--- src/rtl/pda_pkg.sv ---
// Shared constants, types and helpers for the pixel dedup accumulator.
package pda_pkg;

    localparam int INDEX_BITS = 16;
    localparam int BUF_DEPTH  = 64;
    localparam int SLOT_BITS  = (BUF_DEPTH > 1) ? $clog2(BUF_DEPTH) : 1;
    localparam int CNT_BITS   = $clog2(BUF_DEPTH + 1);
    localparam int LIMIT_BITS = 7;
    localparam int DATA_BITS  = 32;
    localparam int ENT_BITS   = SLOT_BITS + 1;

    localparam logic [LIMIT_BITS-1:0] LIMIT_RESET = LIMIT_BITS'(64);
    localparam logic [LIMIT_BITS-1:0] LIMIT_MAX   = LIMIT_BITS'(BUF_DEPTH);
    localparam logic CMD_ACCUM = 1'b0;
    localparam logic CMD_FLUSH = 1'b1;
    localparam logic [DATA_BITS-1:0] SAT_MAX = '1;

    typedef struct packed {
        logic [DATA_BITS-1:0] blue;
        logic [DATA_BITS-1:0] green;
        logic [DATA_BITS-1:0] red;
        logic [DATA_BITS-1:0] offset;
    } t_pix;

    typedef struct packed {
        logic is_flush;
        t_pix pix;
    } t_item;

    typedef struct packed {
        logic                clearing;
        logic [CNT_BITS-1:0] used;
    } t_status;

    function automatic logic [DATA_BITS-1:0] sat_add(input logic [DATA_BITS-1:0] a,
                                                    input logic [DATA_BITS-1:0] b);
        logic [DATA_BITS:0] s;
        s = {1'b0, a} + {1'b0, b};
        return s[DATA_BITS] ? SAT_MAX : s[DATA_BITS-1:0];
    endfunction

endpackage

--- src/rtl/pda_front.sv ---
// Input queue that accepts and classifies items ahead of the engine.
module pda_front (
    input  logic              i_clk,
    input  logic              i_rst_n,
    input  logic              i_hold,
    input  logic              i_valid,
    output logic              o_ready,
    input  logic              i_cmd,
    input  pda_pkg::t_pix     i_pix,
    output logic              o_valid,
    output pda_pkg::t_item    o_item,
    input  logic              i_pop
);
    import pda_pkg::*;

    t_item       r_q [2];
    logic        r_wp, r_rp;
    logic [1:0]  r_cnt;
    logic        push;

    assign o_ready = (r_cnt != 2'd2) && !i_hold;
    assign push    = i_valid && o_ready;
    assign o_valid = (r_cnt != 2'd0);
    assign o_item  = r_q[r_rp];

    always_ff @(posedge i_clk) begin
        if (push) begin
            r_q[r_wp].is_flush <= (i_cmd == CMD_FLUSH);
            r_q[r_wp].pix      <= i_pix;
        end
    end

    always_ff @(posedge i_clk) begin
        if (!i_rst_n) begin
            r_wp  <= 1'b0;
            r_rp  <= 1'b0;
            r_cnt <= 2'd0;
        end else begin
            if (push)  r_wp <= ~r_wp;
            if (i_pop) r_rp <= ~r_rp;
            r_cnt <= r_cnt + 2'(push) - 2'(i_pop);
        end
    end

endmodule

--- config.mk ---
export PLATFORM = sky130hd
export DESIGN_NAME = pda_front
export DESIGN_NICKNAME = d
export VERILOG_FILES = /design/src/rtl/pda_pkg.sv /design/src/rtl/pda_front.sv
export SDC_FILE = /design/constraint.sdc
export NUM_CORES = 1
export LEC_CHECK = 0
export BUFFER_PORTS_ARGS = -buffer_cell sky130_fd_sc_hd__buf_2
export CAP_MARGIN = 40
export CORE_MARGIN = 2
export CORE_UTILIZATION = 52
export DETAILED_ROUTE_END_ITERATION = 6
export HOLD_SLACK_MARGIN = 0.06
export PLACE_DENSITY_LB_ADDON = 0.08
export SYNTH_ARGS = -nofsm -noshare
export SYNTH_HDL_FRONTEND = slang
export SYNTH_SLANG_ARGS = --single-unit
--- constraint.sdc ---
create_clock -name i_clk -period 5.8 [get_ports i_clk]
set_input_delay 0.29 -clock i_clk [delete_from_list [all_inputs] [get_ports i_clk]]
set_output_delay 0.29 -clock i_clk [all_outputs]
set_load 0.05 [all_outputs]
==> qor.txt, run 1 <==
Status = completed
WL final = 19.81 mm
# rows = 50
CP cell instances = buf_16 -> buf_12 -> mux2_2 -> buf_2
Period Utilization, post-route = 0.4995
Synth warn = 0
Total GRT Usage = 0.1863
HP Class = input pin to flop
Synth Register Bits = 263
Vias = 5,376
Pins Over Slew Limit = 0
Cell variety after synth = 21
Crit path kind = flop to primary output
Leakage = 5.361 nW
Core area = 18,830 um^2
Syn avg cell area = 23.55 um^2
Sequential-to-total area share from yosys stat = 0.7805
Fin area = 13,680 um^2
Slowest cell delay on critical path = 600 ps
CP required = 5510 ps
Setup violations, final = 0
Fin crit period = 2897 ps
CTS H-tree lvls = 1
First-pass GRT wire length = 29.61 mm
CP top delay family = buffers and inverters
Routed len/inst = 17.65 um
Inserted Clock Buffers = 27
Setup bufs post-CTS = 0
Post-Synthesis Cells = 427
Ports = 265
Worst EP arrival = 2610 ps
Drt first-iter violations = 217
Crit-path slowest cell = dfxtp_4
Area of the mapped netlist = 10,050 um^2
Initial antenna violation count = 0
Hold Buf Count CTS = 131
Resize count post-CTS = 0
Setup TNS = 0 ps
Synth top area cells = edfxtp_1 (77%), mux2_4 (15%), mux2_2 (3.2%)
Share of cells above drive strength 1 = 0.5070
Fin nets = 978
Die Area = 20,460 um^2
DP HPWL = 12.26 mm
Worst-path fanout max = 69
Starting density of the core = 0.5340
Max Buffers Root-to-Sink = 3
P per Cell Area = 344.9 nW/um^2
# Max-Cap Violations = 0
Fmax = 345.1 MHz
Crit. End Element = primary output
Worst Skew = 7.244 ps
Final ANT Viol Nets = 0
RSZ-0062 raised after global routing = false
TritonCTS clock tree = yes
IO buf count = 264
N_diodes = 0
Largest net degree at the start of global routing = 78
Worst slew pin tran = 809.0 ps
Grt ovf = 0
Vias per inst = 4.791
Clk Latency, worst-skew pair = 510 ps
Overall die width = 143.1 um
Area grow syn2layout = 36.06%
Drt pass-1 iters = 4
Vias in the first global route = 5,796
Die height = 143.1 um
Setup crit start kind = flop
Placed Instance Area = 11,550 um^2
Clock-pin slew on the worst setup and hold paths = 60 ps
Synth top area share = 0.7705
Final Hold Viols = 0
Net Count, Synth = 563
CTS root buf = clkbuf_16
Critical path buffers and inverters = 3
Final Wtd Congestion = 0.7040
Slew margin rel. = 0.4606
Synth area leader = edfxtp_1
VDD IR max = 0.0002744 V
Drc violations = 0
CTS Sinks = 263
## routing by layer
metal  vias to the layer above  GRT usage  part of all wire
met2                       213     0.3276              0.50
met3                        45    0.05366             0.080
met4                         0    0.06357             0.030
met1                      2593     0.2196              0.39
li1                       2525          -                 -
met5                         -          0                 0
## worst min-delay path, delay by kind of cell
family	cells	cell delay, ps
buf+inv	1	110
compound gates	2	260
simple gates	1	80
## where the power goes
part / total [mW] / internal (mW) / switching [mW] / leakage [nW]
clock: 1.60 / 0.942 / 0.662 / 0.404
combinational: 0.876 / 0.312 / 0.564 / 2.55
sequential: 2.24 / 2.20 / 0.0336 / 2.40
total: 4.72 / 3.46 / 1.26 / 5.36
## per-stage QoR
stage | setup slack [ps] | power (mW) | hold slack [ps] | std cells | util
finish | 2903 | 4.718 | 267.7 | 1122 | 0.7265
global route | 2802 | 4.882 | 284.0 | 1122 | 0.7265
CTS | 2910 | 4.756 | 212.3 | 1122 | 0.7265
detailed placement | 3127 | 3.086 | 480.9 | 942 | 0.6132
global placement | 3095 | 3.064 | 476.9 | 940 | 0.6107
floorplan | 993.0 | 2.931 | 388.9 | 427 | -
## sequential cells by signal (all words and copies together), names as in the netlist, named ones only
signal / cells
r_cnt: 2
r_q: 258
r_rp: 1
r_wp: 1
## cells by family after synthesis
logic type | count (synthesis) | synth area share
AO/OA/AOI/OAI | 2 | 0.0009946
XOR/XNOR | 3 | 0.002614
adder cells (fa/ha/maj) | 2 | 0.002488
buffers and inverters | 17 | 0.02601
flip-flops | 263 | 0.7805
multiplexers | 129 | 0.1818
AND/OR/NAND/NOR | 11 | 0.005601
## placed cells by master (no fill, tap or decap), drive strengths merged, types with 2 or more instances in the layout
| cell | instances |
|---|---|
| buf | 269 |
| bufinv | 2 |
| edfxtp | 258 |
| clkbuf | 35 |
| mux2 | 129 |
| dlygate4sd3 | 131 |
| xnor2 | 2 |
| dfxtp | 5 |
| ha | 2 |
| clkinv | 12 |
| inv | 3 |
| nor2 | 4 |
## Yosys cell counts, drive strengths merged
master	count
mux2	129
buf	14
a21oi	1
edfxtp	258
xnor2	2
nor2	4
inv	3
nand2	1
o21ai	1
and3	1
dfxtp	5
or2	1
and2	1
ha	2
xor2	1
nand2b	1
or3	1
nor2b	1
## layout make-up
cell class                      instances  area, um^2
Clock buffer                           35       705.7
Fill cell                            1178        5150
Multi-Input combinational cell        147        1951
Timing Repair Buffer                  400        2715
Inverter                                3       16.27
Sequential cell                       263        7851
Clock inverter                         14       116.4
Tap cell                              260       325.3
## final timing paths
path / startpoint / to / slack (ps) / depth (start not counted)
setup / recovery: flop / o_item[14] / 2900 / 4
hold / removal: i_valid / r_wp$_SDFFE_PN0P_ / 270 / 4
setup reg to reg: r_cnt[1]$_SDFF_PN0_ / r_q[0][110]$_DFFE_PP_ / 3130 / 4
hold reg to reg: r_rp$_SDFFE_PN0P_ / flop / 520 / 2
Power figures use the tool's default switching activity.
==> run 2, diff against run 1 <==
Settings changed: CORE_UTILIZATION 52 to 47.
Clock period 5.8 ns to 2.6 ns, I/O delays scaled along.
==> run 2 against run 1 <==
Total power rose by 130%. Clock power rose by 130%. Via count fell by 0.39%. Cell count rose by 1.8%. Worst setup slack got worse by 2600 ps. Wire length fell by 0.36%. Worst hold slack got worse by 75 ps. Combinational power rose by 120%.
==> qor.txt, run 2 (synthesis results as in run 1) <==
# Max-Cap Violations = 0
RR Startpoint = r_cnt[1]$_SDFF_PN0_
Regs by FF count = r_q x258, r_cnt x2
Share of cells above drive strength 1 = 0.5121
Grt met1 use = 0.1913
Total GRT Usage = 0.1696
Placement Setup Slack = 842.9 ps
Layout fillers = 1,476
Vias in the first global route = 5,795
Setup TNS = 0 ps
Worst EP arrival = 2160 ps
CP cell instances = buf_12 -> mux2_2 -> buf_2
N_diodes = 0
First-pass GRT wire length = 29.50 mm
Crit path kind = flop to primary output
IO buf count = 264
Gr busiest metal = met2
Routed len/inst = 17.28 um
Crit. End Element = primary output
WL final = 19.73 mm
Capturing point of the worst reg2reg path = r_q[1][56]$_DFFE_PP_
Die Area = 22,580 um^2
Non-Filler Instances = 1,142
Met2 GRT Util = 0.3132
Worst Setup Slack, final = 313.0 ps
Grt ovf = 0
Area grow syn2layout = 37.41%
Setup crit start kind = flop
Drt first-iter violations = 191
Critical path buffers and inverters = 2
Biggest register = r_q
Most frequent cells in the layout = buf_2 (264), edfxtp_1 (258), dlygate4sd3_1 (134)
Worst hold stages = 6
Drt pass-1 iters = 4
Worst min-delay path endpoint = r_cnt[1]$_SDFF_PN0_
Fin crit period = 2287 ps
CP required = 2470 ps
# rows = 53
DP HPWL = 12.38 mm
CTS Sinks = 263
Worst slew pin tran = 627.1 ps
Slowest cell delay on critical path = 670 ps
P per Cell Area = 768.6 nW/um^2
Setup bufs post-CTS = 0
Hold Slack = 193.2 ps
Drc violations = 0
Hold Buf Count CTS = 134
Met3 usage = 0.04515
Clock-pin slew on the worst setup and hold paths = 60 ps
Initial antenna violation count = 0
CP top delay family = flip-flops
Worst r2r path cells = 4
Largest net degree at the start of global routing = 101
CTS H-tree lvls = 1
Max Buffers Root-to-Sink = 3
Period Utilization, post-route = 0.8796
CTS root buf = clkbuf_16
Crit-path slowest cell = dfxtp_4
Fin nets = 984
Design Power = 10.62 mW
Max reg flops = 258
Inserted Clock Buffers = 26
RSZ-0062 raised after global routing = false
Fmax = 437.3 MHz
Vias = 5,355
Final Wtd Congestion = 0.7465
Die height = 150.3 um
Slew margin rel. = 0.5819
Resize count post-CTS = 0
TritonCTS clock tree = yes
HP Class = input pin to flop
Pins Over Slew Limit = 0
Placed cells = 961
Vias per inst = 4.689
Setup violations, final = 0
Starting density of the core = 0.4783
Leading cell type in the layout, fill and taps excluded = buf_2
VDD IR max = 0.0006053 V
Final ANT Viol Nets = 0
Final Hold Viols = 0
Hold_sp = i_hold
Ports = 265
Worst Skew = 8.324 ps
Reg-to-reg setup timing slack = 810 ps
Core area = 21,020 um^2
Overall die width = 150.3 um
Clk Latency, worst-skew pair = 520 ps
Worst-path fanout max = 41
Leakage = 5.409 nW
Status = completed
[run 2: tightest hold or removal path, stage by stage]
cell     delay [ps]
buf_2           100
nor2_1           70
nand2_1          70
ha_1            150
xnor2_1          70
nor2_1           70
[run 2: area by class of cell]
type | count | area, um^2 | area share
clock inverter | 17 | 148.9 | 0.01078
timing repair buffer | 407 | 2805 | 0.2030
sequential | 263 | 7853 | 0.5684
multi-input combinational | 147 | 1963 | 0.1421
tap | 275 | 344.1 | 0.02490
inverter | 3 | 15.01 | 0.001087
clock buffer | 30 | 686.9 | 0.04972
[run 2: where the power goes]
| group | internal (mW) | switching [mW] |
|---|---|---|
| combinational | 0.724 | 1.25 |
| clock | 2.17 | 1.48 |
| sequential | 4.91 | 0.0787 |
[run 2: stage by stage]
step / area (um^2) / utilization
floorplan: 10080 / -
global placement: 11640 / 0.5537
detailed placement: 11640 / 0.5537
CTS: 13820 / 0.6572
global route: 13820 / 0.6572
finish: 13820 / 0.6572
[run 2: routing by layer]
| metal | part of all wire | vias to the layer above |
|---|---|---|
| li1 | - | 2538 |
| met1 | 0.38 | 2615 |
| met2 | 0.53 | 174 |
| met3 | 0.072 | 28 |
| met4 | 0.024 | 0 |
| met5 | 0 | - |
[run 2: worst max-delay path by stage]
stage	endpoint	slack, ps	cells after the start
3_5_place_dp	o_item[1]	840	3
5_1_grt	o_item[1]	190	3
6_report	o_item[125]	310	3
4_1_cts	o_item[125]	280	3
3_3_place_gp	r_q[1][77]$_DFFE_PP_	860	4
2_1_floorplan	r_q[0][0]$_DFFE_PP_	-270	3
==> run 3, diff against run 2 <==
Settings changed: ABC_AREA from default to 1.
==> run 3 against run 2 <==
Non-clock buffer count decreased by 4. Global-route usage increased by 0.22 points. Maximum frequency increased by 12%. Critical path type unchanged. Critical endpoint is now o_item[43]. Largest cell class unchanged.
==> qor.txt, run 3 <==
Max Buffers Root-to-Sink = 3
Leading cell type in the layout, fill and taps excluded = buf_2
Synth area leader = edfxtp_1
Die Area = 21,570 um^2
Hold Buf Count CTS = 133
CTS H-tree lvls = 1
Share of cells above drive strength 1 = 0.5114
Non-Filler Instances = 1,144
N_diodes = 0
HP Class = input pin to flop
Final ANT Viol Nets = 0
Capturing point of the worst reg2reg path = r_cnt[1]$_SDFF_PN0_
Worst Setup EP = o_item[43]
Final Hold Viols = 0
Net Count, Synth = 572
Drt pass-1 iters = 4
# Max-Cap Violations = 0
Vias in the first global route = 5,785
Drt first-iter violations = 182
Sequential-to-total area share from yosys stat = 0.8179
Inserted Clock Buffers = 27
Area of the mapped netlist = 9594 um^2
IO buf count = 264
Largest net degree at the start of global routing = 102
Fin crit period = 2037 ps
Overall die width = 146.9 um
Setup bufs post-CTS = 0
Syn avg cell area = 22.01 um^2
CP required = 2470 ps
Drc violations = 0
# rows = 52
Crit. End Element = primary output
P per Cell Area = 756.1 nW/um^2
Post-synth ARST share = 0
Worst EP arrival = 1910 ps
Crit-path slowest cell = mux2_2
Max reg flops = 258
Fin area = 13,440 um^2
Area grow syn2layout = 40.13%
Setup violations, final = 0
Core area = 20,100 um^2
Grt ovf = 0
Placed Instance Area = 11,230 um^2
Crit path kind = flop to primary output
Cell variety after synth = 13
Most used DFF post-synth = edfxtp_1
Regs by FF count = r_q x258, r_cnt x2
Vias = 5,403
Worst Setup Slack, final = 563.5 ps
Most frequent cells in the layout = buf_2 (264), edfxtp_1 (258), dlygate4sd3_1 (133)
RSZ-0062 raised after global routing = false
Ports = 265
Clock-pin slew on the worst setup and hold paths = 60 ps
CTS Sinks = 263
Top-count cell post-synth = edfxtp_1
Design Power = 10.16 mW
Worst r2r path cells = 9
Synth top area cells = edfxtp_1 (81%), mux2_2 (15%), buf_6 (1.5%)
Worst slew pin tran = 576.4 ps
TritonCTS clock tree = yes
CP cell instances = buf_12 -> mux2_2 -> buf_2
Worst-path fanout max = 72
VDD IR max = 0.0005502 V
Leakage = 5.049 nW
Reg-to-reg setup timing slack = 850 ps
Fmax = 491.0 MHz
Slew margin rel. = 0.6157
Fin nets = 990
Worst Skew = 5.833 ps
Pins Over Slew Limit = 0
Status = completed
WL final = 19.31 mm
Synth Register Bits = 263
Post-Synthesis Cells = 436
Total GRT Usage = 0.1718
Initial antenna violation count = 0
DP HPWL = 11.63 mm
Synth warn = 0
RR Startpoint = r_cnt[0]$_SDFF_PN0_
Setup crit start kind = flop
First-pass GRT wire length = 29.27 mm
Placed cells = 962
Biggest register = r_q
Resize count post-CTS = 0
Period Utilization, post-route = 0.7833
CTS root buf = clkbuf_16
Synth top area share = 0.8075
Vias per inst = 4.723
Layout fillers = 1,400
Die height = 146.9 um
Post-synth EDFFs = 258
Synth cell count leaders = edfxtp_1 (258), mux2_2 (129), buf_6 (13), nand2_1 (8), inv_1 (7)
Placement Setup Slack = 915.1 ps
Clk Latency, worst-skew pair = 520 ps
Slowest cell delay on critical path = 410 ps
Routed len/inst = 16.88 um
Final Wtd Congestion = 0.7581
Starting density of the core = 0.4772
-- run 3: metal layers --
layer  up-vias  GRT usage  part of all wire
met4         0    0.05874             0.024
met5         -          0                 0
met1      2619     0.2042              0.40
met2       188     0.3056              0.51
met3        36    0.04348             0.072
li1       2560          -                 -
-- run 3: per-stage QoR --
stage | setup TNS (ps) | util | hold WS, ps
detailed placement | 0 | 0.5588 | 321.5
global route | 0 | 0.6687 | 166.6
finish | 0 | 0.6687 | 138.1
CTS | 0 | 0.6687 | 92.50
floorplan | -68070 | - | 223.4
global placement | 0 | 0.5588 | 317.3
-- run 3: report_power, final --
group          switching [mW]  internal, mW
combinational           0.973         0.508
sequential             0.0419          4.86
clock                    1.49          2.29
-- run 3: worst min-delay path by stage --
stage	start	endpoint	cells past startpoint
detailed placement	i_pix[71]	r_q[0][71]$_DFFE_PP_	1
finish	i_hold	r_wp$_SDFFE_PN0P_	5
CTS	i_hold	r_wp$_SDFFE_PN0P_	5
global route	i_hold	r_wp$_SDFFE_PN0P_	5
global placement	i_pix[8]	r_q[0][8]$_DFFE_PP_	1
floorplan	i_rst_n	r_cnt[0]$_SDFF_PN0_	2
-- run 3: kinds of logic (layout without fill, tap and decap cells) --
family,Yosys count,in the layout,synth area share
flops,263,263,0.8179
fa+ha+maj,2,2,0.002608
compound gates,2,2,0.001043
simple gates,19,19,0.008477
mux,129,129,0.1514
buf+inv,21,459,0.01852
-- run 3: critical path: cells and delay by family (launching register included) --
kind,cells,cell delay [ps]
mux,1,410
buf+inv,2,540
flops,1,370
-- run 3: cell type report --
cell class / count / area [um^2] / area share
Timing Repair Buffer: 403 / 2760 / 0.2053
Inverter: 7 / 30.03 / 0.002234
Multi-Input combinational cell: 152 / 1584 / 0.1178
Tap cell: 270 / 337.8 / 0.02513
Clock buffer: 31 / 690.7 / 0.05137
Clock inverter: 18 / 187.7 / 0.01396
Sequential cell: 263 / 7854 / 0.5842
